[src/sv/ipc_rendezvous_engine_macros.svh]
// Assertion macros for the IPC rendezvous engine.
// Used by the top level; no other dependencies.
`ifndef IPC_RENDEZVOUS_ENGINE_MACROS_SVH
`define IPC_RENDEZVOUS_ENGINE_MACROS_SVH
`ifndef ASSERT_OFF
`define IRE_ASSERT_IMP(lbl, clk, rstn, a, b) \
  lbl: assert property (@(posedge clk) disable iff (!rstn) (a) |-> (b)) \
    else $error("ire assertion failed");
`define IRE_ASSERT_NXT(lbl, clk, rstn, a, b) \
  lbl: assert property (@(posedge clk) disable iff (!rstn) (a) |=> (b)) \
    else $error("ire assertion failed");
`else
`define IRE_ASSERT_IMP(lbl, clk, rstn, a, b)
`define IRE_ASSERT_NXT(lbl, clk, rstn, a, b)
`endif
`endif

[src/sv/ire_pkg.sv]
// Shared types and constants of the IPC rendezvous engine.
// Used by the controller, the datapath and the top level.
package ire_pkg;

  localparam int NUM_TASKS = 8;
  localparam int IDX_W     = $clog2(NUM_TASKS);
  localparam int CODE_W    = 4;
  localparam int WORD_W    = 32;
  localparam int CNT_W     = $clog2(NUM_TASKS + 1);

  localparam logic [CODE_W-1:0] IRQ_CODE   = CODE_W'(NUM_TASKS);
  localparam logic [CODE_W-1:0] ANY_CODE   = CODE_W'(NUM_TASKS + 1);
  localparam logic [CODE_W-1:0] NONE_CODE  = CODE_W'(NUM_TASKS + 2);
  localparam logic [CODE_W-1:0] EMPTY_CODE = CODE_W'(NUM_TASKS);

  typedef enum logic [1:0] {OP_SEND, OP_RECV, OP_IRQ, OP_BAD} op_t;

  typedef enum logic [1:0] {
    OUT_BLOCKED, OUT_DELIVERED, OUT_PENDED, OUT_INVALID
  } outcome_t;

  typedef enum logic [2:0] {
    ST_IDLE, ST_EVAL, ST_CHAIN, ST_SEND_DEC, ST_APPEND, ST_UNLINK, ST_FINISH, ST_DONE
  } state_t;

  typedef enum logic [4:0] {
    ACT_NONE, ACT_LOAD, ACT_IRQ_WAKE, ACT_IRQ_PEND, ACT_CHAIN_START, ACT_CHAIN_STEP,
    ACT_CHAIN_HIT, ACT_SEND_DELIVER, ACT_SEND_BLOCK, ACT_APPEND_STEP, ACT_APPEND_LINK,
    ACT_RECV_IRQ, ACT_RECV_BLOCK, ACT_UNLINK_START, ACT_UNLINK_STEP, ACT_UNLINK_HIT,
    ACT_RECV_FINISH, ACT_EMIT
  } act_t;

  typedef struct packed {
    act_t act;
    logic in_ready;
  } cmd_t;

  typedef struct packed {
    op_t  op;
    logic bad_caller;
    logic caller_busy;
    logic peer_is_caller;
    logic peer_is_task;
    logic peer_too_high;
    logic irq_wake;
    logic irq_take;
    logic peer_recv_match;
    logic recv_src_found;
    logic peer_queue_empty;
    logic chain_stop;
    logic chain_hit;
    logic walk_done;
    logic append_end;
    logic unlink_end;
    logic unlink_hit;
    logic out_free;
  } status_t;

endpackage

[src/sv/ire_ctrl.sv]
// Controller state machine of the IPC rendezvous engine.
// Depends on ire_pkg; drives the datapath through cmd_t and reads status_t.
module ire_ctrl (
  input  logic             clk,
  input  logic             rst_n,
  input  logic             in_tvalid,
  input  ire_pkg::status_t status,
  output ire_pkg::cmd_t    cmd
);

  ire_pkg::state_t state_r, state_nxt;

  always_ff @(posedge clk) begin
    if (!rst_n) begin
      state_r <= ire_pkg::ST_IDLE;
    end else begin
      state_r <= state_nxt;
    end
  end

  always_comb begin
    state_nxt = state_r;
    case (state_r)
      ire_pkg::ST_IDLE: begin
        if (in_tvalid) state_nxt = ire_pkg::ST_EVAL;
      end
      ire_pkg::ST_EVAL: begin
        state_nxt = ire_pkg::ST_DONE;
        if (status.op == ire_pkg::OP_SEND && !status.bad_caller &&
            !status.caller_busy && !status.peer_is_caller && status.peer_is_task) begin
          state_nxt = ire_pkg::ST_CHAIN;
        end else if (status.op == ire_pkg::OP_RECV && !status.bad_caller &&
                     !status.caller_busy && !status.peer_is_caller &&
                     !status.peer_too_high && !status.irq_take &&
                     status.recv_src_found) begin
          state_nxt = ire_pkg::ST_UNLINK;
        end
      end
      ire_pkg::ST_CHAIN: begin
        if (status.walk_done || status.chain_stop || status.chain_hit)
          state_nxt = ire_pkg::ST_SEND_DEC;
      end
      ire_pkg::ST_SEND_DEC: begin
        if (status.peer_recv_match || status.peer_queue_empty) state_nxt = ire_pkg::ST_DONE;
        else state_nxt = ire_pkg::ST_APPEND;
      end
      ire_pkg::ST_APPEND: begin
        if (status.walk_done || status.append_end) state_nxt = ire_pkg::ST_DONE;
      end
      ire_pkg::ST_UNLINK: begin
        if (status.walk_done || status.unlink_end || status.unlink_hit)
          state_nxt = ire_pkg::ST_FINISH;
      end
      ire_pkg::ST_FINISH: state_nxt = ire_pkg::ST_DONE;
      ire_pkg::ST_DONE: begin
        if (status.out_free) state_nxt = ire_pkg::ST_IDLE;
      end
      default: state_nxt = ire_pkg::ST_IDLE;
    endcase
  end

  always_comb begin
    cmd.act      = ire_pkg::ACT_NONE;
    cmd.in_ready = 1'b0;
    case (state_r)
      ire_pkg::ST_IDLE: begin
        cmd.in_ready = 1'b1;
        if (in_tvalid) cmd.act = ire_pkg::ACT_LOAD;
      end
      ire_pkg::ST_EVAL: begin
        if (status.op == ire_pkg::OP_BAD || status.bad_caller) begin
          cmd.act = ire_pkg::ACT_NONE;
        end else if (status.op == ire_pkg::OP_IRQ) begin
          cmd.act = status.irq_wake ? ire_pkg::ACT_IRQ_WAKE : ire_pkg::ACT_IRQ_PEND;
        end else if (status.caller_busy || status.peer_is_caller) begin
          cmd.act = ire_pkg::ACT_NONE;
        end else if (status.op == ire_pkg::OP_SEND) begin
          if (status.peer_is_task) cmd.act = ire_pkg::ACT_CHAIN_START;
        end else if (!status.peer_too_high) begin
          if (status.irq_take) cmd.act = ire_pkg::ACT_RECV_IRQ;
          else if (status.recv_src_found) cmd.act = ire_pkg::ACT_UNLINK_START;
          else cmd.act = ire_pkg::ACT_RECV_BLOCK;
        end
      end
      ire_pkg::ST_CHAIN: begin
        if (status.walk_done || status.chain_stop) cmd.act = ire_pkg::ACT_NONE;
        else if (status.chain_hit) cmd.act = ire_pkg::ACT_CHAIN_HIT;
        else cmd.act = ire_pkg::ACT_CHAIN_STEP;
      end
      ire_pkg::ST_SEND_DEC: begin
        cmd.act = status.peer_recv_match ? ire_pkg::ACT_SEND_DELIVER
                                         : ire_pkg::ACT_SEND_BLOCK;
      end
      ire_pkg::ST_APPEND: begin
        if (status.walk_done || status.append_end) cmd.act = ire_pkg::ACT_APPEND_LINK;
        else cmd.act = ire_pkg::ACT_APPEND_STEP;
      end
      ire_pkg::ST_UNLINK: begin
        if (status.walk_done || status.unlink_end) cmd.act = ire_pkg::ACT_NONE;
        else if (status.unlink_hit) cmd.act = ire_pkg::ACT_UNLINK_HIT;
        else cmd.act = ire_pkg::ACT_UNLINK_STEP;
      end
      ire_pkg::ST_FINISH: cmd.act = ire_pkg::ACT_RECV_FINISH;
      ire_pkg::ST_DONE: begin
        if (status.out_free) cmd.act = ire_pkg::ACT_EMIT;
      end
      default: cmd.act = ire_pkg::ACT_NONE;
    endcase
  end

endmodule

[src/sv/ire_datapath.sv]
// Datapath of the IPC rendezvous engine: per-task state, queue walks,
// message store and the output register. Depends on ire_pkg.
module ire_datapath (
  input  logic             clk,
  input  logic             rst_n,
  input  logic [39:0]      in_tdata,
  input  logic [1:0]       in_tuser,
  input  logic             out_tready,
  output logic             out_tvalid,
  output logic [47:0]      out_tdata,
  output logic [1:0]       out_tuser,
  input  ire_pkg::cmd_t    cmd,
  output ire_pkg::status_t status
);

  localparam int N  = ire_pkg::NUM_TASKS;
  localparam int IW = ire_pkg::IDX_W;
  localparam int CW = ire_pkg::CODE_W;
  localparam int WW = ire_pkg::WORD_W;

  // Captured item.
  ire_pkg::op_t   op_r;
  logic [IW-1:0]  caller_r;
  logic [CW-1:0]  peer_r;
  logic [WW-1:0]  word_r;

  // Per-task state; bit 0 of a flag pair marks sending, bit 1 receiving.
  logic [1:0]     flags_r  [N];
  logic [IW-1:0]  target_r [N];
  logic [CW-1:0]  wait_r   [N];
  logic           pend_r   [N];
  logic [CW-1:0]  head_r   [N];
  logic [CW-1:0]  next_r   [N];
  logic [WW-1:0]  held_mem [N];
  logic [WW-1:0]  held_rd_r;

  // Walk pointers.
  logic [CW-1:0]            ptr_r;
  logic [CW-1:0]            prev_r;
  logic [ire_pkg::CNT_W-1:0] cnt_r;
  logic [IW-1:0]            from_r;

  // Result under construction and the output register.
  ire_pkg::outcome_t res_outcome_r;
  logic [IW-1:0]     res_recv_r;
  logic [CW-1:0]     res_src_r;
  logic [WW-1:0]     res_word_r;
  logic              res_wv_r;
  logic [IW-1:0]     res_wt_r;
  logic              res_dl_r;
  logic              out_valid_r;
  logic [47:0]       out_data_r;
  logic [1:0]        out_user_r;

  logic [IW-1:0] pi;
  logic [IW-1:0] pt;
  logic [IW-1:0] from_sel;
  logic [CW-1:0] caller_code;

  assign pi          = peer_r[IW-1:0];
  assign pt          = ptr_r[IW-1:0];
  assign caller_code = CW'(caller_r);
  assign from_sel    = (peer_r == ire_pkg::ANY_CODE) ? head_r[caller_r][IW-1:0] : pi;

  always_comb begin
    status.op              = op_r;
    status.bad_caller      = {1'b0, caller_r} >= (IW + 1)'(N);
    status.caller_busy     = flags_r[caller_r] != 2'b00;
    status.peer_is_caller  = peer_r == caller_code;
    status.peer_is_task    = peer_r < ire_pkg::EMPTY_CODE;
    status.peer_too_high   = peer_r > ire_pkg::ANY_CODE;
    status.irq_wake        = flags_r[caller_r][1] &&
                             (wait_r[caller_r] == ire_pkg::IRQ_CODE ||
                              wait_r[caller_r] == ire_pkg::ANY_CODE);
    status.irq_take        = pend_r[caller_r] &&
                             (peer_r == ire_pkg::ANY_CODE || peer_r == ire_pkg::IRQ_CODE);
    status.peer_recv_match = flags_r[pi][1] &&
                             (wait_r[pi] == caller_code || wait_r[pi] == ire_pkg::ANY_CODE);
    status.recv_src_found  = (peer_r == ire_pkg::ANY_CODE &&
                              head_r[caller_r] < ire_pkg::EMPTY_CODE) ||
                             (peer_r < ire_pkg::EMPTY_CODE && flags_r[pi][0] &&
                              target_r[pi] == caller_r);
    status.peer_queue_empty = head_r[pi] >= ire_pkg::EMPTY_CODE;
    status.chain_stop      = !flags_r[pt][0];
    status.chain_hit       = target_r[pt] == caller_r;
    status.walk_done       = cnt_r == ire_pkg::CNT_W'(N);
    status.append_end      = next_r[pt] >= ire_pkg::EMPTY_CODE;
    status.unlink_end      = ptr_r >= ire_pkg::EMPTY_CODE;
    status.unlink_hit      = ptr_r == CW'(from_r);
    status.out_free        = !out_valid_r || out_tready;
  end

  // Message store: one write port, one registered read port.
  always_ff @(posedge clk) begin
    if (cmd.act == ire_pkg::ACT_SEND_BLOCK) held_mem[caller_r] <= word_r;
    if (cmd.act == ire_pkg::ACT_UNLINK_START) held_rd_r <= held_mem[from_sel];
  end

  always_ff @(posedge clk) begin
    if (!rst_n) begin
      for (int i = 0; i < N; i++) begin
        flags_r[i]  <= 2'b00;
        target_r[i] <= '0;
        wait_r[i]   <= ire_pkg::NONE_CODE;
        pend_r[i]   <= 1'b0;
        head_r[i]   <= ire_pkg::EMPTY_CODE;
        next_r[i]   <= ire_pkg::EMPTY_CODE;
      end
      out_valid_r <= 1'b0;
    end else begin
      if (cmd.act == ire_pkg::ACT_EMIT) out_valid_r <= 1'b1;
      else if (out_tready) out_valid_r <= 1'b0;
      case (cmd.act)
        ire_pkg::ACT_LOAD: begin
          op_r          <= ire_pkg::op_t'(in_tuser);
          caller_r      <= in_tdata[2:0];
          peer_r        <= in_tdata[6:3];
          word_r        <= in_tdata[38:7];
          res_outcome_r <= ire_pkg::OUT_INVALID;
          res_recv_r    <= '0;
          res_src_r     <= '0;
          res_word_r    <= '0;
          res_wv_r      <= 1'b0;
          res_wt_r      <= '0;
          res_dl_r      <= 1'b0;
        end
        ire_pkg::ACT_IRQ_WAKE: begin
          flags_r[caller_r][1] <= 1'b0;
          wait_r[caller_r]     <= ire_pkg::NONE_CODE;
          pend_r[caller_r]     <= 1'b0;
          res_outcome_r        <= ire_pkg::OUT_DELIVERED;
          res_recv_r           <= caller_r;
          res_src_r            <= ire_pkg::IRQ_CODE;
          res_wv_r             <= 1'b1;
          res_wt_r             <= caller_r;
        end
        ire_pkg::ACT_IRQ_PEND: begin
          pend_r[caller_r] <= 1'b1;
          res_outcome_r    <= ire_pkg::OUT_PENDED;
        end
        ire_pkg::ACT_CHAIN_START: begin
          ptr_r <= peer_r;
          cnt_r <= '0;
        end
        ire_pkg::ACT_CHAIN_STEP: begin
          ptr_r <= CW'(target_r[pt]);
          cnt_r <= cnt_r + 1'b1;
        end
        ire_pkg::ACT_CHAIN_HIT: res_dl_r <= 1'b1;
        ire_pkg::ACT_SEND_DELIVER: begin
          flags_r[pi][1] <= 1'b0;
          wait_r[pi]     <= ire_pkg::NONE_CODE;
          res_outcome_r  <= ire_pkg::OUT_DELIVERED;
          res_recv_r     <= pi;
          res_src_r      <= caller_code;
          res_word_r     <= word_r;
          res_wv_r       <= 1'b1;
          res_wt_r       <= pi;
        end
        ire_pkg::ACT_SEND_BLOCK: begin
          flags_r[caller_r][0] <= 1'b1;
          target_r[caller_r]   <= pi;
          next_r[caller_r]     <= ire_pkg::EMPTY_CODE;
          res_outcome_r        <= ire_pkg::OUT_BLOCKED;
          // An empty queue takes the caller as its head; otherwise walk to the tail.
          if (head_r[pi] >= ire_pkg::EMPTY_CODE) head_r[pi] <= caller_code;
          ptr_r <= head_r[pi];
          cnt_r <= '0;
        end
        ire_pkg::ACT_APPEND_STEP: begin
          ptr_r <= next_r[pt];
          cnt_r <= cnt_r + 1'b1;
        end
        ire_pkg::ACT_APPEND_LINK: next_r[pt] <= caller_code;
        ire_pkg::ACT_RECV_IRQ: begin
          pend_r[caller_r] <= 1'b0;
          res_outcome_r    <= ire_pkg::OUT_DELIVERED;
          res_recv_r       <= caller_r;
          res_src_r        <= ire_pkg::IRQ_CODE;
        end
        ire_pkg::ACT_RECV_BLOCK: begin
          flags_r[caller_r][1] <= 1'b1;
          wait_r[caller_r]     <= peer_r;
          res_outcome_r        <= ire_pkg::OUT_BLOCKED;
        end
        ire_pkg::ACT_UNLINK_START: begin
          from_r <= from_sel;
          ptr_r  <= head_r[caller_r];
          prev_r <= ire_pkg::EMPTY_CODE;
          cnt_r  <= '0;
        end
        ire_pkg::ACT_UNLINK_STEP: begin
          prev_r <= ptr_r;
          ptr_r  <= next_r[pt];
          cnt_r  <= cnt_r + 1'b1;
        end
        ire_pkg::ACT_UNLINK_HIT: begin
          if (prev_r >= ire_pkg::EMPTY_CODE) head_r[caller_r] <= next_r[pt];
          else next_r[prev_r[IW-1:0]] <= next_r[pt];
        end
        ire_pkg::ACT_RECV_FINISH: begin
          next_r[from_r]     <= ire_pkg::EMPTY_CODE;
          flags_r[from_r][0] <= 1'b0;
          target_r[from_r]   <= '0;
          res_outcome_r      <= ire_pkg::OUT_DELIVERED;
          res_recv_r         <= caller_r;
          res_src_r          <= CW'(from_r);
          res_word_r         <= held_rd_r;
          res_wv_r           <= 1'b1;
          res_wt_r           <= from_r;
        end
        ire_pkg::ACT_EMIT: begin
          out_user_r  <= res_outcome_r;
          out_data_r  <= {4'b0000, res_dl_r, res_wt_r, res_wv_r, res_word_r,
                          res_src_r, res_recv_r};
        end
        default: ;
      endcase
    end
  end

  assign out_tvalid = out_valid_r;
  assign out_tdata  = out_data_r;
  assign out_tuser  = out_user_r;

endmodule

[src/sv/ipc_rendezvous_engine.sv]
// Top level of the IPC rendezvous engine: controller plus datapath.
// Depends on ire_pkg, ire_ctrl, ire_datapath and the assertion macro header.
//
// Usage: each item on the in_ channel is a send, receive or interrupt
// notice from a task; each item yields exactly one result item on out_.
// An item is taken only while the engine is idle. After acceptance the
// item is decoded, then runs the deadlock chain walk and the sender-queue
// walk where its operation needs them, each stepping one link per cycle
// through the per-task state, and then its result is loaded into the
// output register. The next item is accepted the cycle after its result is
// loaded, even while that result still waits in the output register. If
// the receiver stalls, the finished result holds in out_ and the engine
// waits for space before loading the next one. Reset clears all task
// flags, queues and pending interrupts at once; stored message words are
// not cleared and are only read after being written by a send.
`include "ipc_rendezvous_engine_macros.svh"
module ipc_rendezvous_engine (
  input  logic        clk,
  input  logic        rst_n,
  input  logic        in_tvalid,
  output logic        in_tready,
  input  logic [39:0] in_tdata,   // caller_task[2:0], peer[6:3], message_word[38:7], pad
  input  logic [1:0]  in_tuser,   // op[1:0]
  output logic        out_tvalid,
  input  logic        out_tready,
  output logic [47:0] out_tdata,  // receiver_task[2:0], message_source[6:3],
                                  // delivered_word[38:7], woken_valid[39],
                                  // woken_task[42:40], deadlock_found[43], pad
  output logic [1:0]  out_tuser   // outcome[1:0]
);

  ire_pkg::cmd_t    cmd;
  ire_pkg::status_t status;

  ire_ctrl u_ctrl (
    .clk      (clk),
    .rst_n    (rst_n),
    .in_tvalid(in_tvalid),
    .status   (status),
    .cmd      (cmd)
  );

  ire_datapath u_dp (
    .clk       (clk),
    .rst_n     (rst_n),
    .in_tdata  (in_tdata),
    .in_tuser  (in_tuser),
    .out_tready(out_tready),
    .out_tvalid(out_tvalid),
    .out_tdata (out_tdata),
    .out_tuser (out_tuser),
    .cmd       (cmd),
    .status    (status)
  );

  assign in_tready = cmd.in_ready;

  `IRE_ASSERT_NXT(a_one_item_at_a_time, clk, rst_n, in_tvalid && in_tready, !in_tready)
  `IRE_ASSERT_NXT(a_emit_shows_result, clk, rst_n, cmd.act == ire_pkg::ACT_EMIT, out_tvalid)
  `IRE_ASSERT_IMP(a_wake_only_on_delivery, clk, rst_n, out_tvalid && out_tdata[39], out_tuser == ire_pkg::OUT_DELIVERED)

endmodule

[config.mk]
export PLATFORM = sky130hd
export DESIGN_NAME = ipc_rendezvous_engine
export DESIGN_NICKNAME = d
export VERILOG_FILES = /design/src/sv/ire_pkg.sv /design/src/sv/ire_ctrl.sv /design/src/sv/ire_datapath.sv /design/src/sv/ipc_rendezvous_engine.sv
export VERILOG_INCLUDE_DIRS = /design/src /design/src/sv
export SDC_FILE = /design/constraint.sdc
export NUM_CORES = 1
export LEC_CHECK = 0
export BUFFER_PORTS_ARGS = -buffer_cell sky130_fd_sc_hd__buf_2
export CAP_MARGIN = 20
export CORE_MARGIN = 1
export CORE_UTILIZATION = 50
export DETAILED_ROUTE_END_ITERATION = 7
export GPL_TIMING_DRIVEN = 0
export PLACE_DENSITY = 0.69
export SKIP_LAST_GASP = 1
export SLEW_MARGIN = 20
export SYNTH_ARGS = -nofsm -noshare
export SYNTH_HDL_FRONTEND = slang
export SYNTH_SLANG_ARGS = --single-unit
[constraint.sdc]
create_clock -name clk -period 4.7 [get_ports clk]
set_input_delay 1.41 -clock clk [delete_from_list [all_inputs] [get_ports clk]]
set_output_delay 1.41 -clock clk [all_outputs]
set_load 0.01 [all_outputs]
* Yosys cells after proc, flatten, opt, wreduce, memory -nomap -nowiden *
Memory sizes are Yosys's and may differ from the RTL's. A register that Yosys moved wholly into a read port is not among the register bits.
Cells that the tools add are included.
Widths: inputs -> output; s select.

storage, ports and cells
  register bits = 152
  memory bits (writable) = 400
  memories = 7

memories
  memory         words  bits a word  rd ports  clocked after memory_dff  wr ports  RTL line            RTL
  u_dp.held_mem  8      32           1         1                         1         ire_datapath.sv:34  logic [WW-1:0] held_mem [N];
  u_dp.head_r    8      4            2         2                         8         ire_datapath.sv:32  logic [CW-1:0] head_r [N];
  u_dp.next_r    8      4            1         1                         8         ire_datapath.sv:33  logic [CW-1:0] next_r [N];
  u_dp.wait_r    8      4            2         2                         8         ire_datapath.sv:30  logic [CW-1:0] wait_r [N];
  u_dp.target_r  8      3            2         2                         8         ire_datapath.sv:29  logic [IW-1:0] target_r [N];
  u_dp.flags_r   8      2            3         3                         8         ire_datapath.sv:28  logic [1:0] flags_r [N];
  +1 memories    --     --           --        --                        --        --

cells by class
  reductions and logical operators = 82
  bitwise gates (word level) = 4
  muxes and demuxes = 136
  $add $sub $neg = 1
  equality and inequality tests = 43
  order comparisons = 7

operator list
  cell                count
  $mux 3              35
  $pmux 32 s3         1
  $mux 1              60
  $mux 5              9
  $eq 5x4->1 const B  8
  $mux 4              10
  $pmux 5 s8          1
  $reduce_or 4->1     9
  $reduce_and 2->1    13
  $eq 4x4->1 const B  6
  $pmux 3 s8          1
  $eq 5x3->1 const B  4
  $mux 2              10
  $pmux 4 s5          1
  $reduce_or 3->1     6
  $ge 4x4->1 const B  4
  $pmux 4 s2          2
  $pmux 4 s4          1
  $logic_and 1x1->1   14
  $eq 3x3->1 const B  4
  $eq 4x3->1          3
  $logic_or 1x1->1    12
  $pmux 3 s4          1
  $reduce_bool 2->1   6
  26 further kinds    52

* Longest topological paths before layout *
  word-level depth = 21
  mapped depth = 15

* Cells and area by module *
Synthesis repeated with hierarchy kept, for this count alone.

unflattened totals
  cells, all modules = 1655
  area, all modules = 25304.3 sq um

by module, submodules not included
  module        area an instance (sq um)  cells each  times used
  ire_datapath  24797.5                   1581        1
  ire_ctrl      506.7                     74          1

* Worst setup path before layout *
OpenSTA, ideal clock, no wires.

  path kind = register -> register
  from = register with a tool-made name
  to = memory u_dp.held_mem[4][0] in the netlist's numbering (enable)
  data required time = 4.239 ns
  stages on the path, launching flop included = 10
  period minus slack after synthesis = 5.023 ns
  slack = -0.323 ns
  data arrival time = 4.562 ns
  path through = dfxtp_1 -> clkbuf_1 -> mux4_2 -> mux2i_1 -> or2_2 -> o41ai_1 -> a31o_2 -> clkbuf_1 -> buf_1 -> nor3_1

RTL lines
  element    RTL line
  to (decl)  ire_datapath.sv:34

==> results.tsv <==
stage	metric	value	unit
route	wl_per_cell	24.0	µm
grt	grt_max_degree	42	
grt	grt_pass1_vias	17200	
die	coreArea	50300	µm²
logic_synthesis	synth_top_area_cell	edfxtp_1	
grt	grt_pass1_wl	105000	µm
clock_tree	worstSkewPairLatency	0.65	ns
flow_run	maxCapViolations	0	
clock_tree	cts_buffers	61	
timing	relSlewSlack	33.1	%
worst_setup_path	critPathSlowestCell	or4_1	
logic_synthesis	avgSynthCellArea	12.9	µm²
die	start_util	50.8	%
layout	syn_to_final_growth	15.8	%
timing	skew	0.0483	ns
logic_synthesis	yosys-top-cells-count	edfxtp_1 (572), nand2_1 (415), nand3_1 (192)	
route	detail_route.first_pass.iterations	5	
route	wl	69700	µm
clock_tree	h-tree-depth	2	
worst_setup_path	crit_top_cell	buf_12	
die	io_pins	98	
grt	antenna_found_initial	1	
hold_path	worst_hold_path_type	register to register	
die	die_h	228	µm
logic_synthesis	synthFlopType	edfxtp_1	
placed_design	routabilityCongestion	0.978	
logic_synthesis	netlist_top_cells_area	edfxtp_1 (67%), nand2_1 (6.1%), nand3_1 (3.8%)	
clock_tree	clk_pin_slew	0.06	ns
worst_setup_path	path_cells	buf_12 -> mux4_2 -> mux2_2 -> or4_1 -> buf_2 -> nor3_4 -> nor3_1 -> nor2_2 -> o22a_1 -> nand4_1 -> clkbuf_2 -> nand2_4 -> buf_12	
logic_synthesis	syn-instance-count	1987	
worst_setup_path	end_kind	register	
logic_synthesis	ys_ff_latch	593	
grt	grtUsageTotal	26.7	%
die	die_w	228	µm
layout	fin_nets	2227	
layout	drive_above_1_share	16.3	%
route	postRouteAntennaNets	0	
outcome	status	finished clean	
timing	maxSlewViolCount	0	
logic_synthesis	synthArstFlopShare	0	%
logic_synthesis	yosysUniqueCellTypes	86	
clock_tree	clk_path_buf_depth	3	
worst_setup_path	worstPathRequired	5.04	ns
worst_setup_path	critPathMaxStageDelay	0.52	ns
route	route.detailed.drc	0	
worst_setup_path	r2r_slack	0.08	ns
worst_setup_path	critPathKind	register to register	
die	rows	82	
timing	min_period_over_period	98.4	%
grt	grt.overflow.total	0	
power	powerDensity	482	nW/µm²
logic_synthesis	synth_edf_count	572	
layout	antenna_cells	0	
worst_setup_path	startpoint_type	register	
route	first_iter_violations	2248	
layout	seq_area	17600	µm²
layout	multiInputGateArea	7640	µm²
die	die_area	52000	µm²
power	p_leak	10.5	nW
route	num_vias	17600	
timing	worst_slack	0.0774	ns
timing	rsz0062_at_grt	yes	
logic_synthesis	syn_area	25600	µm²
clock_tree	ctsHoldBuffers	0	
placed_design	hpwl	48400	µm
clock_tree	cts_sinks	593	
placed_design	place_inst	2778	
timing	finalSetupViolCount	0	
layout	num-fill-cells	3924	
logic_synthesis	seq_area_frac_synth	68.8	%
layout	instances_no_fill	2901	
placed_design	port_buffers	92	
worst_setup_path	crit_path_max_fanout	23	
logic_synthesis	yosys_warnings	0	
clock_tree	cts_tree	built	
placed_design	pre_cts_ws	-0.746	ns
layout	postLayoutCoreUtil	58.9	%
timing	post-route-min-period	4.62	ns
route	post_drt_via_cell_ratio	6.07	
logic_synthesis	post-synth-top-count-cell	edfxtp_1	
timing	timing.hold.ws	0.410	ns
timing	fmax	216	MHz
power	ir_drop	0.317	mV
clock_tree	cts-root-buf	clkbuf_16	
worst_setup_path	critical_path_arrival	4.96	ns
logic_synthesis	netlist.area_leader.share	67.2	%
timing	tightest_slew	1.00	ns
timing	hold_viol	0	
## through the flow
stage               TNS, ns  cell area (µm²)  power, mW
floorplan            -31.02            25600       8.39
global placement    -825.45            26900       9.32
detailed placement  -100.82            27300       9.43
CTS                   -1.81            29300       14.1
global route         -0.851            29600       14.7
finish                    0            29600       14.3
## cells in the final DEF (no fill, tap or decap), types with 8 or more instances in the layout
master,count
edfxtp_1,572
nand2_1,409
nand3_1,191
nor2_1,137
buf_2,102
clkbuf_1,90
clkbuf_16,62
o21ai_0,57
mux2i_1,55
a22o_1,43
mux4_2,37
buf_4,28
nand2b_1,26
or3_1,23
nor3_1,22
inv_1,21
mux2_2,21
dfxtp_1,20
clkinv_1,18
a21oi_1,14
buf_1,12
nor4_1,12
clkinv_2,12
xnor2_1,9
nand4_1,9
nor2_4,9
a22oi_1,8
and3_1,8
## area by class of cell
class	count	area share (%)
Timing Repair Buffer	128	3.07
Multi-Input combinational cell	1250	25.8
Clock inverter	42	1.29
Buffer	121	1.81
Tap cell	672	2.84
Sequential cell	593	59.5
Inverter	24	0.347
Clock buffer	71	5.36
## sequential cells by signal, indices dropped and copies added, names as in the netlist, 4 cells and up, named ones only
name / flops
u_dp.held_mem: 256
u_dp.out_tdata: 44
u_dp.head_r: 32
u_dp.held_rd_r: 32
u_dp.next_r: 32
u_dp.res_word_r: 32
u_dp.wait_r: 32
u_dp.word_r: 32
u_dp.target_r: 24
u_dp.flags_r: 16
u_dp.pend_r: 8
u_dp.cnt_r: 4
u_dp.peer_r: 4
u_dp.prev_r: 4
u_dp.ptr_r: 4
u_dp.res_src_r: 4
## power by group
group / internal (mW) / switching, mW / total (mW)
Sequential: 6.31 / 0.246 / 6.56
Combinational: 0.968 / 1.98 / 2.95
Clock: 2.70 / 2.05 / 4.75
## metal layers
layer	vias up	global-route usage, %	part of all wire, %
met5	-	0	0
met4	0	8.56	2.9
met3	138	5.33	9.9
met2	944	41.7	46
met1	8751	37.8	41
li1	7784	-	-
## worst max-delay path: cells and delay by family (launching register included)
| family | cells | cell delay, ns |
|---|---|---|
| AND/OR/NAND/NOR | 6 | 1.82 |
| multiplexers | 2 | 0.84 |
| flip-flops | 1 | 0.36 |
| buffers and inverters | 4 | 0.97 |
| AO/OA/AOI/OAI | 1 | 0.29 |
## what timing repair did
item                       CTS  global route
setup endpoints to repair  329           244
buffers inserted             1            11
pin swaps                    1             8
gates resized for setup     18            43
## final timing paths
path,start,end,cells after the start
setup / recovery,register,u_dp.res_word_r[4],13
hold / removal,u_dp.res_word_r[19],u_dp.out_tdata[26],0
hold reg to reg,u_dp.res_word_r[19],u_dp.out_tdata[26],0
setup reg to reg,register,u_dp.res_word_r[4],13
## logic make-up after synthesis
| family | Yosys count | synth area share, % |
|---|---|---|
| and+or+nand+nor | 908 | 15.9 |
| DFF | 593 | 68.8 |
| AOI/OAI and AO/OA | 209 | 5.95 |
| buffers and inverters | 147 | 2.33 |
| muxes | 114 | 6.38 |
| xor gates and xnor gates | 13 | 0.445 |
| adders and majority gates | 2 | 0.0979 |
| other | 1 | 0.0147 |
No activity file was read; power rests on OpenSTA's default activity.
